### src/rtl/clr_pkg.sv
// ============================================================================
// clr_pkg: shared types and constants of the clipped line rasterizer
// Holds coordinate types, defaults for the grid size and the
// controller/datapath interface structs.
// ============================================================================
package clr_pkg;

    localparam int GRID_WIDTH_DEF  = 25;
    localparam int GRID_HEIGHT_DEF = 25;

    localparam int IN_COORD_W = 8;   // endpoint coordinate width
    localparam int COORD_W    = 10;  // walk coordinate width, holds -512 .. 511
    localparam int DELTA_W    = 9;   // absolute delta, 0 .. 255
    localparam int CNT_W      = 10;  // error counter, 0 .. 510
    localparam int PIX_W      = 5;   // output pixel coordinate
    localparam int FRAME_W    = 3;

    localparam int S_DATA_W = 40;    // 35 payload bits padded to bytes
    localparam int M_DATA_W = 16;    // 13 payload bits padded to bytes

    typedef logic signed [IN_COORD_W-1:0] in_coord_t;
    typedef logic signed [COORD_W-1:0]    coord_t;
    typedef logic [DELTA_W-1:0]           delta_t;
    typedef logic [CNT_W-1:0]             cnt_t;
    typedef logic [PIX_W-1:0]             pix_t;
    typedef logic [FRAME_W-1:0]           frame_t;

    typedef enum logic [1:0] {
        ST_IDLE,
        ST_SETUP,
        ST_WALK,
        ST_FINISH
    } clr_state_t;

    // Commands from the controller to the datapath.
    typedef struct packed {
        logic load;    // capture the input transfer
        logic setup;   // compute deltas, axis choice and start point
        logic step;    // advance the walk by one major position
        logic finish;  // place the final result in the output register
    } clr_cmd_t;

    // Status from the datapath to the controller.
    typedef struct packed {
        logic reject;      // both endpoints at or past the far grid edge on one axis
        logic hit;         // current walk position lies on the grid
        logic pend_valid;  // a drawn pixel waits to be sent
        logic walk_done;   // current step is the last one of the walk
        logic out_free;    // output register can take a result this cycle
    } clr_status_t;

endpackage

### src/rtl/clr_ctrl.sv
// ============================================================================
// clr_ctrl: controller of the clipped line rasterizer
// Sequences capture, setup, the pixel walk and the final result.
// ============================================================================
module clr_ctrl (
    input  logic              aclk,
    input  logic              aresetn,
    input  logic              s_tvalid,
    output logic              s_tready,
    output clr_pkg::clr_cmd_t cmd,
    input  clr_pkg::clr_status_t st
);
    import clr_pkg::*;

    clr_state_t state_reg, state_next;

    always_ff @(posedge aclk) begin
        if (!aresetn) begin
            state_reg <= ST_IDLE;
        end else begin
            state_reg <= state_next;
        end
    end

    // Next state.
    always_comb begin
        state_next = state_reg;
        case (state_reg)
            ST_IDLE: begin
                if (s_tvalid) begin
                    state_next = ST_SETUP;
                end
            end
            ST_SETUP: begin
                state_next = st.reject ? ST_FINISH : ST_WALK;
            end
            ST_WALK: begin
                if (cmd.step && st.walk_done) begin
                    state_next = ST_FINISH;
                end
            end
            ST_FINISH: begin
                if (st.out_free) begin
                    state_next = ST_IDLE;
                end
            end
            default: state_next = ST_IDLE;
        endcase
    end

    // Outputs.
    always_comb begin
        cmd      = '0;
        s_tready = 1'b0;
        case (state_reg)
            ST_IDLE: begin
                s_tready = 1'b1;
                cmd.load = s_tvalid;
            end
            ST_SETUP: begin
                cmd.setup = 1'b1;
            end
            ST_WALK: begin
                // A new hit pushes the pending pixel out, so it needs room.
                cmd.step = !(st.hit && st.pend_valid) || st.out_free;
            end
            ST_FINISH: begin
                cmd.finish = st.out_free;
            end
            default: begin
                cmd      = '0;
                s_tready = 1'b0;
            end
        endcase
    end

    // A step that pushes a pending pixel never overwrites an unsent result.
    assert property (@(posedge aclk) disable iff (!aresetn)
        cmd.step && st.hit && st.pend_valid |-> st.out_free)
        else $error("clr_ctrl: step would overwrite the output register");

    // The final result is only loaded into a free output register.
    assert property (@(posedge aclk) disable iff (!aresetn)
        cmd.finish |-> st.out_free)
        else $error("clr_ctrl: finish with a busy output register");

    // A rejected line goes straight to the final result.
    assert property (@(posedge aclk) disable iff (!aresetn)
        state_reg == ST_SETUP && st.reject |=> state_reg == ST_FINISH)
        else $error("clr_ctrl: rejected line entered the walk");

endmodule

### src/rtl/clr_datapath.sv
// ============================================================================
// clr_datapath: datapath of the clipped line rasterizer
// Holds the line, the error counter, the pending pixel and the output
// register, and steps the walk one major position per command.
// ============================================================================
module clr_datapath #(
    parameter int GRID_WIDTH  = clr_pkg::GRID_WIDTH_DEF,
    parameter int GRID_HEIGHT = clr_pkg::GRID_HEIGHT_DEF
) (
    input  logic                          aclk,
    input  logic                          aresetn,
    input  logic [clr_pkg::S_DATA_W-1:0]  s_tdata,
    input  clr_pkg::clr_cmd_t             cmd,
    output clr_pkg::clr_status_t          st,
    output logic                          m_tvalid,
    input  logic                          m_tready,
    output logic [clr_pkg::M_DATA_W-1:0]  m_tdata,
    output logic                          m_tuser,
    output logic                          m_tlast
);
    import clr_pkg::*;

    localparam coord_t GW_S = coord_t'(GRID_WIDTH);
    localparam coord_t GH_S = coord_t'(GRID_HEIGHT);

    // Captured input.
    in_coord_t ax_reg, ay_reg, bx_reg, by_reg;
    frame_t    frame_reg;

    // Walk state.
    logic   xmajor_reg, step_pos_reg;
    coord_t maj_reg, min_reg;
    cnt_t   cnt_reg;
    delta_t dmaj_reg, dmin_reg, rem_reg;

    // Pending pixel and output register.
    logic pend_valid_reg;
    pix_t pend_x_reg, pend_y_reg;
    logic m_valid_reg, m_user_reg, m_last_reg;
    pix_t m_x_reg, m_y_reg;
    frame_t m_frame_reg;

    always_ff @(posedge aclk) begin
        if (cmd.load) begin
            ax_reg    <= in_coord_t'(s_tdata[7:0]);
            ay_reg    <= in_coord_t'(s_tdata[15:8]);
            bx_reg    <= in_coord_t'(s_tdata[23:16]);
            by_reg    <= in_coord_t'(s_tdata[31:24]);
            frame_reg <= s_tdata[34:32];
        end
    end

    // ---------------- setup ----------------
    coord_t ax, ay, bx, by, diff_x, diff_y;
    coord_t sx_c, sy_c, ex_c, ey_c;
    delta_t dx_c, dy_c;
    logic   xmaj_c, keep_c, step_pos_c;

    always_comb begin
        ax     = coord_t'(ax_reg);
        ay     = coord_t'(ay_reg);
        bx     = coord_t'(bx_reg);
        by     = coord_t'(by_reg);
        diff_x = bx - ax;
        diff_y = by - ay;
        dx_c   = diff_x[COORD_W-1] ? delta_t'(-diff_x) : delta_t'(diff_x);
        dy_c   = diff_y[COORD_W-1] ? delta_t'(-diff_y) : delta_t'(diff_y);
        xmaj_c = dx_c > dy_c;
        keep_c = xmaj_c ? (bx > ax) : (by > ay);
        sx_c   = keep_c ? ax : bx;
        sy_c   = keep_c ? ay : by;
        ex_c   = keep_c ? bx : ax;
        ey_c   = keep_c ? by : ay;
        step_pos_c = xmaj_c ? (ey_c > sy_c) : (ex_c > sx_c);
    end

    assign st.reject = ((ax >= GW_S) && (bx >= GW_S)) || ((ay >= GH_S) && (by >= GH_S));

    // ---------------- walk step ----------------
    cnt_t   cnt_sum, cnt_new;
    logic   over;
    coord_t min_new, pix_x, pix_y, maj_inc;

    always_comb begin
        cnt_sum = cnt_reg + cnt_t'(dmin_reg);
        over    = cnt_sum > cnt_t'(dmaj_reg);
        cnt_new = over ? cnt_sum - cnt_t'(dmaj_reg) : cnt_sum;
        if (over) begin
            min_new = step_pos_reg ? min_reg + coord_t'(1) : min_reg - coord_t'(1);
        end else begin
            min_new = min_reg;
        end
        pix_x   = xmajor_reg ? maj_reg : min_new;
        pix_y   = xmajor_reg ? min_new : maj_reg;
        maj_inc = maj_reg + coord_t'(1);
    end

    assign st.hit = !pix_x[COORD_W-1] && (pix_x < GW_S) &&
                    !pix_y[COORD_W-1] && (pix_y < GH_S);
    assign st.walk_done = (rem_reg == '0) || (maj_inc >= (xmajor_reg ? GW_S : GH_S));
    assign st.pend_valid = pend_valid_reg;
    assign st.out_free   = !m_valid_reg || m_tready;

    always_ff @(posedge aclk) begin
        if (cmd.setup) begin
            xmajor_reg   <= xmaj_c;
            step_pos_reg <= step_pos_c;
            maj_reg      <= xmaj_c ? sx_c : sy_c;
            min_reg      <= xmaj_c ? sy_c : sx_c;
            dmaj_reg     <= xmaj_c ? dx_c : dy_c;
            dmin_reg     <= xmaj_c ? dy_c : dx_c;
            rem_reg      <= xmaj_c ? dx_c : dy_c;
            cnt_reg      <= '0;
        end else if (cmd.step) begin
            maj_reg <= maj_inc;
            min_reg <= min_new;
            cnt_reg <= cnt_new;
            rem_reg <= rem_reg - delta_t'(1);
        end
    end

    // ---------------- pending pixel ----------------
    logic pend_valid_next;

    always_comb begin
        pend_valid_next = pend_valid_reg;
        if (cmd.setup || cmd.finish) begin
            pend_valid_next = 1'b0;
        end else if (cmd.step && st.hit) begin
            pend_valid_next = 1'b1;
        end
    end

    always_ff @(posedge aclk) begin
        if (!aresetn) begin
            pend_valid_reg <= 1'b0;
        end else begin
            pend_valid_reg <= pend_valid_next;
        end
    end

    always_ff @(posedge aclk) begin
        if (cmd.step && st.hit) begin
            pend_x_reg <= pix_x[PIX_W-1:0];
            pend_y_reg <= pix_y[PIX_W-1:0];
        end
    end

    // ---------------- output register ----------------
    logic out_load, m_valid_next;

    assign out_load = (cmd.step && st.hit && pend_valid_reg) || cmd.finish;

    always_comb begin
        m_valid_next = m_valid_reg;
        if (out_load) begin
            m_valid_next = 1'b1;
        end else if (m_tready) begin
            m_valid_next = 1'b0;
        end
    end

    always_ff @(posedge aclk) begin
        if (!aresetn) begin
            m_valid_reg <= 1'b0;
        end else begin
            m_valid_reg <= m_valid_next;
        end
    end

    always_ff @(posedge aclk) begin
        if (out_load) begin
            m_frame_reg <= frame_reg;
            m_last_reg  <= cmd.finish;
            m_user_reg  <= pend_valid_reg;
            // An empty line sends a single result with zero coordinates.
            m_x_reg     <= pend_valid_reg ? pend_x_reg : '0;
            m_y_reg     <= pend_valid_reg ? pend_y_reg : '0;
        end
    end

    assign m_tvalid = m_valid_reg;
    assign m_tuser  = m_user_reg;
    assign m_tlast  = m_last_reg;
    assign m_tdata  = {{(M_DATA_W - 2*PIX_W - FRAME_W){1'b0}}, m_frame_reg, m_y_reg, m_x_reg};

    // A result without a drawn pixel is always the last one of its line.
    assert property (@(posedge aclk) disable iff (!aresetn)
        m_valid_reg && !m_user_reg |-> m_last_reg)
        else $error("clr_datapath: empty result not marked last");

    // A pushed pending pixel is replaced in the same cycle by the new hit.
    assert property (@(posedge aclk) disable iff (!aresetn)
        cmd.step && st.hit |=> pend_valid_reg)
        else $error("clr_datapath: hit did not become pending");

endmodule

### src/rtl/clipped_line_rasterizer.sv
// ============================================================================
// clipped_line_rasterizer: clipped Bresenham line walker
// Turns one line command into the stream of on-grid pixels of that line.
// ============================================================================
// Usage: the slave channel takes one line per transfer (two signed
// endpoints and a frame plane). The master channel returns one transfer per
// drawn pixel in walk order; tlast marks the final pixel of the line. A line
// that draws nothing returns exactly one transfer with tuser low, tlast high
// and zero coordinates.
// Timing: a line is captured in the idle state and then set up. The walk
// then covers one major position per cycle while the output has room, for
// at most |major delta| + 1 positions and stopping once the major
// coordinate leaves the grid. The finish state then places the final
// result. A line rejected outright skips the walk and goes from setup
// straight to the final result.
// The walk is the limiting loop: one error-counter update per unstalled cycle.
// s_tready is high only between lines; the next line is accepted while the
// final result of the previous one still waits in the output register.
// Stall: when the receiver holds tready low, the walk pauses at the next
// drawn pixel, because one pixel is held back to learn whether it is last.
// Reset: aresetn (synchronous, active low) returns the controller to idle
// and drops any pending pixel and result.
// ============================================================================
module clipped_line_rasterizer #(
    parameter int GRID_WIDTH  = clr_pkg::GRID_WIDTH_DEF,   // 1 .. 32
    parameter int GRID_HEIGHT = clr_pkg::GRID_HEIGHT_DEF   // 1 .. 32
) (
    input  logic                          aclk,
    input  logic                          aresetn,
    // Line command.
    input  logic                          s_tvalid,
    output logic                          s_tready,
    // start_x[7:0], start_y[15:8], end_x[23:16], end_y[31:24],
    // frame_select[34:32], zero fill above.
    input  logic [clr_pkg::S_DATA_W-1:0]  s_tdata,
    // Pixel results.
    output logic                          m_tvalid,
    input  logic                          m_tready,
    // pixel_x[4:0], pixel_y[9:5], frame_out[12:10], zero fill above.
    output logic [clr_pkg::M_DATA_W-1:0]  m_tdata,
    // pixel_valid[0]: high for a drawn pixel.
    output logic                          m_tuser,
    // last_pixel: final result of the line.
    output logic                          m_tlast
);
    import clr_pkg::*;

    clr_cmd_t    cmd;
    clr_status_t st;

    // The controller only sequences; all line arithmetic sits in the datapath.
    clr_ctrl u_ctrl (
        .aclk     (aclk),
        .aresetn  (aresetn),
        .s_tvalid (s_tvalid),
        .s_tready (s_tready),
        .cmd      (cmd),
        .st       (st)
    );

    clr_datapath #(
        .GRID_WIDTH  (GRID_WIDTH),
        .GRID_HEIGHT (GRID_HEIGHT)
    ) u_datapath (
        .aclk     (aclk),
        .aresetn  (aresetn),
        .s_tdata  (s_tdata),
        .cmd      (cmd),
        .st       (st),
        .m_tvalid (m_tvalid),
        .m_tready (m_tready),
        .m_tdata  (m_tdata),
        .m_tuser  (m_tuser),
        .m_tlast  (m_tlast)
    );

endmodule

### config.mk
export PLATFORM = sky130hd
export DESIGN_NAME = clipped_line_rasterizer
export DESIGN_NICKNAME = d
export VERILOG_FILES = /design/src/rtl/clr_pkg.sv /design/src/rtl/clr_ctrl.sv /design/src/rtl/clr_datapath.sv /design/src/rtl/clipped_line_rasterizer.sv
export SDC_FILE = /design/constraint.sdc
export NUM_CORES = 1
export LEC_CHECK = 0
export BUFFER_PORTS_ARGS = -buffer_cell sky130_fd_sc_hd__buf_4
export CAP_MARGIN = 10
export CORE_ASPECT_RATIO = 0.6
export CORE_MARGIN = 2
export CORE_UTILIZATION = 66
export DETAILED_ROUTE_END_ITERATION = 6
export HOLD_SLACK_MARGIN = 0.06
export PLACE_DENSITY = 0.89
export SLEW_MARGIN = 5
export SYNTH_ARGS = -nofsm -noshare
export SYNTH_HDL_FRONTEND = slang
export SYNTH_SLANG_ARGS = --single-unit
export TNS_END_PERCENT = 100
### constraint.sdc
create_clock -name aclk -period 7.8 [get_ports aclk]
set_clock_uncertainty 0.2 [all_clocks]
set_input_delay 0.78 -clock aclk [delete_from_list [all_inputs] [get_ports aclk]]
set_output_delay 0.78 -clock aclk [all_outputs]
set_load 0.02 [all_outputs]
* Word-level counts from Yosys, hierarchy flattened *
Index checks and enable logic that the tools add are counted.

word-level totals
  latch bits = 0
  bits in registers = 123
  logic and storage cells = 113
  memories = 0
  memory bits (read-only) = 0
  memory bits (writable) = 0

cells by class
  muxes and demuxes = 35
  bitwise logic cells = 1
  multiply operators = 0
  div/mod/pow operators = 0
  reductions and logical operators = 25
  shift operators = 0
  eq/ne operators = 6
  order comparisons = 13
  add/sub/neg operators = 10

operators by type and width
  kind                                                                    number
  10-bit two-way mux                                                      15
  9-bit two-way mux                                                       6
  8-bit by 6-bit >= comparator with 1-bit output, second input constant   4
  10-bit by 2-bit adder with 10-bit output, second input constant         2
  10-bit greater-than comparator                                          2
  10-bit by 6-bit < comparator with 1-bit output, second input constant   2
  9-bit negator                                                           2
  8-bit by 8-bit subtractor with 9-bit output                             2
  8-bit greater-than comparator                                           2
  10-bit by 9-bit adder with 10-bit output                                1
  10-bit by 6-bit >= comparator with 1-bit output, second input constant  1
  10-bit by 9-bit greater-than comparator with 1-bit output               1
  1-bit two-way mux                                                       10
  10-bit by 2-bit subtractor with 10-bit output, second input constant    1
  10-bit by 9-bit subtractor with 10-bit output                           1
  9-bit greater-than comparator                                           1
  1-bit logical AND                                                       9
  9-bit zero test                                                         1
  9-bit by 1-bit subtractor with 9-bit output, second input constant      1
  2-bit case mux with 4 select lines                                      1
  1-bit logical OR                                                        6
  2-bit two-way mux                                                       3
  2-bit equality test, second input constant                              2
  1-bit zero test                                                         4
  other kinds (8)                                                         10

* Depth between registers and ports, before layout *
  depth after elaboration = 16
  gate-level depth with buffers = 25

* Cells and area by module *
Synthesis repeated with hierarchy kept, for this count alone.

second synthesis, totals
  cell total of the unflattened synthesis = 918
  area total of the unflattened synthesis = 8,795.9 um^2

by module, submodules not included
  module        sequential area each (um^2)  area each (um^2)  instances  cells each
  clr_datapath  3,513.4                      8,567.0           1          892
  clr_ctrl      40.0                         229.0             1          26

* Worst setup path after synthesis *
No wires, ideal clock.

  path type = register to register
  start = register u_datapath.dmin_reg[0]
  end = register u_datapath.m_frame_reg[0] (enable)
  library setup time = 374 ps
  cell stages (with the launch flop) = 21
  arrival = 4,766 ps
  setup slack = 2,460 ps
  path through = edfxtp_1 -> ha_1 -> inv_1 -> fa_1 -> nor2b_1 -> o21ai_0 -> a21boi_0 -> o21ai_0 -> nand2b_1 -> a31oi_1 -> xnor2_1 -> ha_1 -> and3_1 -> a22o_1 -> a41oi_1 -> a21oi_1 -> nor3_1 -> o221ai_2 -> nor3_1 -> nand2_1 -> nand2b_1

on the way
  longest elaborated chain between the ends = 15
  elaborated cells on any way between the ends = 19
  classes of those cells = add/sub (1); order compare (3); mux (4); reduce/logical (11)

RTL lines
  element                                                                            RTL line             source
  start: declaration                                                                 clr_datapath.sv:34   delta_t dmaj_reg, dmin_reg, rem_reg;
  start signal: assignment                                                           clr_datapath.sv:111  dmin_reg <= xmaj_c ? dy_c : dx_c;
  10-bit by 9-bit adder with 10-bit output (*)                                       clr_datapath.sv:85   cnt_sum = cnt_reg + cnt_t'(dmin_reg);
  10-bit by 9-bit greater-than comparator with 1-bit output (*)                      clr_datapath.sv:86   over = cnt_sum > cnt_t'(dmaj_reg);
  10-bit two-way mux (*)                                                             clr_datapath.sv:88   if (over) begin
  10-bit two-way mux                                                                 clr_datapath.sv:93   pix_x = xmajor_reg ? maj_reg : min_new;
  10-bit by 6-bit < comparator with 1-bit output or 1-bit zero test (tied branches)  clr_datapath.sv:98   assign st.hit = !pix_x[COORD_W-1] && (pix_x < GW_S) &&
  1-bit logical AND (2 in a row)                                                     clr_datapath.sv:98
  1-bit logical AND (*)                                                              clr_datapath.sv:99   !pix_y[COORD_W-1] && (pix_y < GH_S);
  1-bit logical AND                                                                  clr_ctrl.sv:65       cmd.step = !(st.hit && st.pend_valid) || st.out_free;
  1-bit zero test                                                                    clr_ctrl.sv:65
  1-bit logical OR                                                                   clr_ctrl.sv:65
  1-bit two-way mux                                                                  clr_ctrl.sv:55       case (state_reg)
  1-bit logical AND (*) (2 in a row)                                                 clr_datapath.sv:152  assign out_load = (cmd.step && st.hit && pend_valid_reg) || cmd.finish;
  1-bit logical OR (*)                                                               clr_datapath.sv:152
  end signal: assignment                                                             clr_datapath.sv:173  m_frame_reg <= frame_reg;
  end: declaration                                                                   clr_datapath.sv:41   frame_t m_frame_reg;

Every way passes the cells marked *; elsewhere a longest branch is shown, timed or not.
A chain may end at the register's enable or synchronous reset.

* Worst setup path after layout *
  start = register u_datapath.by_reg[0]
  end = register u_datapath.step_pos_reg (data pin)

on the way
  longest elaborated chain between the ends = 8
  elaborated cells on any way between the ends = 13
  classes of those cells = add/sub (2); order compare (4); mux (7)

RTL lines
  element                                       RTL line             source
  start: declaration                            clr_datapath.sv:27   in_coord_t ax_reg, ay_reg, bx_reg, by_reg;
  start signal: assignment                      clr_datapath.sv:48   by_reg <= in_coord_t'(s_tdata[31:24]);
  8-bit by 8-bit subtractor with 9-bit output   clr_datapath.sv:65   diff_y = by - ay;
  9-bit negator                                 clr_datapath.sv:67   dy_c = diff_y[COORD_W-1] ? delta_t'(-diff_y) : delta_t'(diff_y);
  9-bit two-way mux                             clr_datapath.sv:67
  9-bit greater-than comparator                 clr_datapath.sv:68   xmaj_c = dx_c > dy_c;
  1-bit two-way mux                             clr_datapath.sv:69   keep_c = xmaj_c ? (bx > ax) : (by > ay);
  10-bit two-way mux, on equally long branches  --
  10-bit greater-than comparator                clr_datapath.sv:74   step_pos_c = xmaj_c ? (ey_c > sy_c) : (ex_c > sx_c);
  1-bit two-way mux (*)                         clr_datapath.sv:74
  via u_datapath.step_pos_c                     clr_datapath.sv:57   logic xmaj_c, keep_c, step_pos_c;
  end signal: assignment                        clr_datapath.sv:107  step_pos_reg <= step_pos_c;
  end: declaration                              clr_datapath.sv:31   logic xmajor_reg, step_pos_reg;

The timed path passes the listed nets; every way through them passes the cells marked *.

==> results.txt <==
- Result of the run: finished clean
* Synthesized cell area: 8663 sq um
- After clock tree synthesis, the clock-pin slew on the worst setup and hold paths is 70 ps.
- Registers take 3553 sq um.
- CP Capture Type: flip-flop
* Count of fill cells added during filler insertion: 832
* Full die area: 14090 sq um
- Terminus of the critical flop-to-flop path: u_datapath.step_pos_reg
- Number of CTS-inserted buffers: 17
* Number of diodes: 0
- Critical path arrival: 6610 ps
- Headroom to the max-slew limit came out at 36.89%.
- The HPWL after detailed placement is 14060 um.
- Summed over its instances, the top area cell type makes up 37.78% of the synthesized netlist area.
* Final std cell area, no fill: 9783 sq um
* Number of sinks handled by clock tree synthesis: 123
- Seq/Total Area, Yosys: 41.02%
* Reg-to-Reg Start: u_datapath.by_reg[0]
- Worst-Margin Slew: 946.7 ps
- In the synthesized netlist the dominant register cell turns out to be edfxtp_1.
* Iteration count of the initial detailed-routing pass: 7
- During synthesis, Yosys emitted a total of 0 warnings.
* Most area-hungry cell type in the Yosys netlist: edfxtp_1
- Placement Setup Slack: 1270 ps
- Hold endpoint: u_datapath.m_frame_reg[2]
- Detailed Route WL: 19790 um
* Shortest period the worst path allows: 6672 ps
- After detailed routing, the average wire length per cell comes to 18.04 um.
* Initial antenna violation count: 0
- The number of cells on the worst reg-to-reg path is 21.
- For the final routed database, the setup TNS stands at 0 ps.
- Number of enable flip-flop cells after synthesis: 109
* Share of layout cells above drive strength 1: 13.05%
- Setup repair after global routing left no endpoint under its margin.
- After clock tree synthesis, the setup repair step added 0 buffers.
- For this run, design rule violations remaining after detail routing come to 0.
- Final core occ: 76.36%
- The worst setup path is launched from a flip-flop.
* Required @ worst endpoint: 7740 ps
- The congestion estimate from routability-driven global placement came to 0.9368.
* Hold Violations, Final: 0
* Fraction of registers with async set or reset after synthesis: 0%
* H-tree depth reported by CTS: 4
- Max-slew violation total from the final report: 0
* Chip height: 92.75 um
* Setup slack after layout: 1128 ps
- Synthesis produced 863 cells.
* Most frequent cell after synthesis: edfxtp_1
- The tree is rooted in a clkbuf_16.
* Clock latency on the worst-skew pair: 430 ps
* Floorplan core area: 12810 sq um
- Total overflow reported by the global router: 0
- Row count: 32
- All-Layer GR Usage: 29.09%
- Based on the critical path, the design can be clocked at up to 149.9 MHz.
- MaxCap Viol Count: 0
- The worst setup path is of the reg -> reg kind.
* I/O pin cnt: 64
- Slack of the worst reg-to-reg path: 1130 ps
- The average instance in the mapped netlist occupies 10.04 sq um.
- Clock tree from TritonCTS: done
* PostCTS Resize Cnt: 0
- Summing over every cut layer, the via total after detailed routing is 6896.
- Compared with the post-synthesis result, the final layout area differs by 12.93%.
- The first global-routing pass estimated 32420 um of wire.
- The final layout contains 1025 nets.
- Worst Hold Class: reg -> reg
- Maximum number of pins on one net before global-route repair: 64
- Dividing the final minimum period by the clock period gives 85.53%.
* List of most frequent post-synthesis cells: edfxtp_1, nor2_1, inv_1
- Counting flops and latches in the post-synthesis netlist gives 123.
- Hold repair after CTS inserted 0 buffers.
- Count of cells along the worst hold path: 0
- Setup violations remaining at the end of the flow were counted as 0.
* Deepest clock path buffer count: 2
- In this run the remaining antenna-violating nets after routing total 0.
- The count of buffers added on input and output ports is 55.
* Multi-input gate area in the final layout: 4713 sq um
* Start point of the worst hold path: u_datapath.frame_reg[2]
* Worst-path fanout max: 40
- The initial utilization of the core area, before any placement, comes to 67.62%.
* Die X: 151.9 um
* Vias in the first global route: 6421
* Number of distinct library cell variants in the gate-level netlist after synthesis: 72
- Ranking of synthesized cells by area: edfxtp_1, ha_1, mux2i_1
- DRT iter0 DRCs: 822
- The placed instances occupy a cell area of 9208 sq um.
- Detail-routed via count per cell: 6.286
stage by stage:
| step | cells | hold slack [ps] |
|---|---|---|
| floorplan | 865 | 200.3 |
| global placement | 1065 | 200.4 |
| detailed placement | 1065 | 207.2 |
| CTS | 1097 | 221.9 |
| global route | 1097 | 225.4 |
| finish | 1097 | 214.7 |
cell families after synthesis:
logic type	count (synthesis)	synth area share (%)
AOI/OAI and AO/OA	199	15.45
xor gates and xnor gates	56	5.748
adders and majority gates	67	10.11
buffers and inverters	103	4.853
DFF	123	41.02
muxes	77	9.084
other	1	0.04329
and+or+nand+nor	237	13.69
critical path, stage by stage, from the launching register on:
cell and delay [ps]:
edfxtp_1 460, inv_1 90, ha_1 160, inv_1 50
fa_1 400, a21o_1 170, a21oi_1 210, o21bai_1 100
a21oi_1 210, o21ai_0 120, o21ai_1 350, o41ai_1 200
xor2_1 390, ha_1 350, a22o_1 220, nor4_1 480
a21oi_4 120, mux2_2 880, mux2i_1 310, o221ai_1 140
a2111oi_0 530, o22ai_1 220
layout by cell type, fill, tap and decap left out, drive strengths merged, types with 4 or more instances in the layout:
master,instances
a21o,15
and2,14
o21bai,4
o21a,8
clkbuf,17
nand2b,12
a221oi,9
nand3,16
a21boi,5
o221ai,5
dfxtp,14
edfxtp,109
nor2,73
xor2,16
nand3b,5
ha,62
inv,82
nand2,51
o211ai,6
a31oi,6
nor4,4
fa,5
xnor2,40
a21oi,46
a211oi,13
mux2i,64
o21ai,48
o31ai,8
mux2,13
buf,61
nor3,25
nor2b,18
per-layer routing:
layer  routed length [um]  track usage [%]
met1                 9077            42.01
met2                 8679            44.03
met3                 1642            6.551
met4                  385            8.956
met5                    0                0
area by class of cell:
class                   instances  share of cell area, %
clock buffers                  17                  4.348
multi-input cells             639                  48.18
well taps                     170                  2.174
inverters                      72                  2.763
repair buffers                 61                  4.681
flip-flops and latches        123                  36.32
clock inverters                15                  1.535
worst max-delay path by stage:
stage,startpoint,end,slack [ps]
6_report,u_datapath.by_reg[0],u_datapath.step_pos_reg,1130
5_1_grt,u_datapath.bx_reg[0],u_datapath.step_pos_reg,660
3_3_place_gp,u_datapath.by_reg[0],u_datapath.step_pos_reg,1400
2_1_floorplan,u_datapath.dmin_reg[0],u_datapath.m_frame_reg[0],2460
4_1_cts,u_datapath.by_reg[0],u_datapath.step_pos_reg,1190
3_5_place_dp,u_datapath.by_reg[0],u_datapath.step_pos_reg,1270
Power is left out: the tool's default activity adds up to more than one toggle a clock period on the data nets, which glitch-free logic cannot reach.
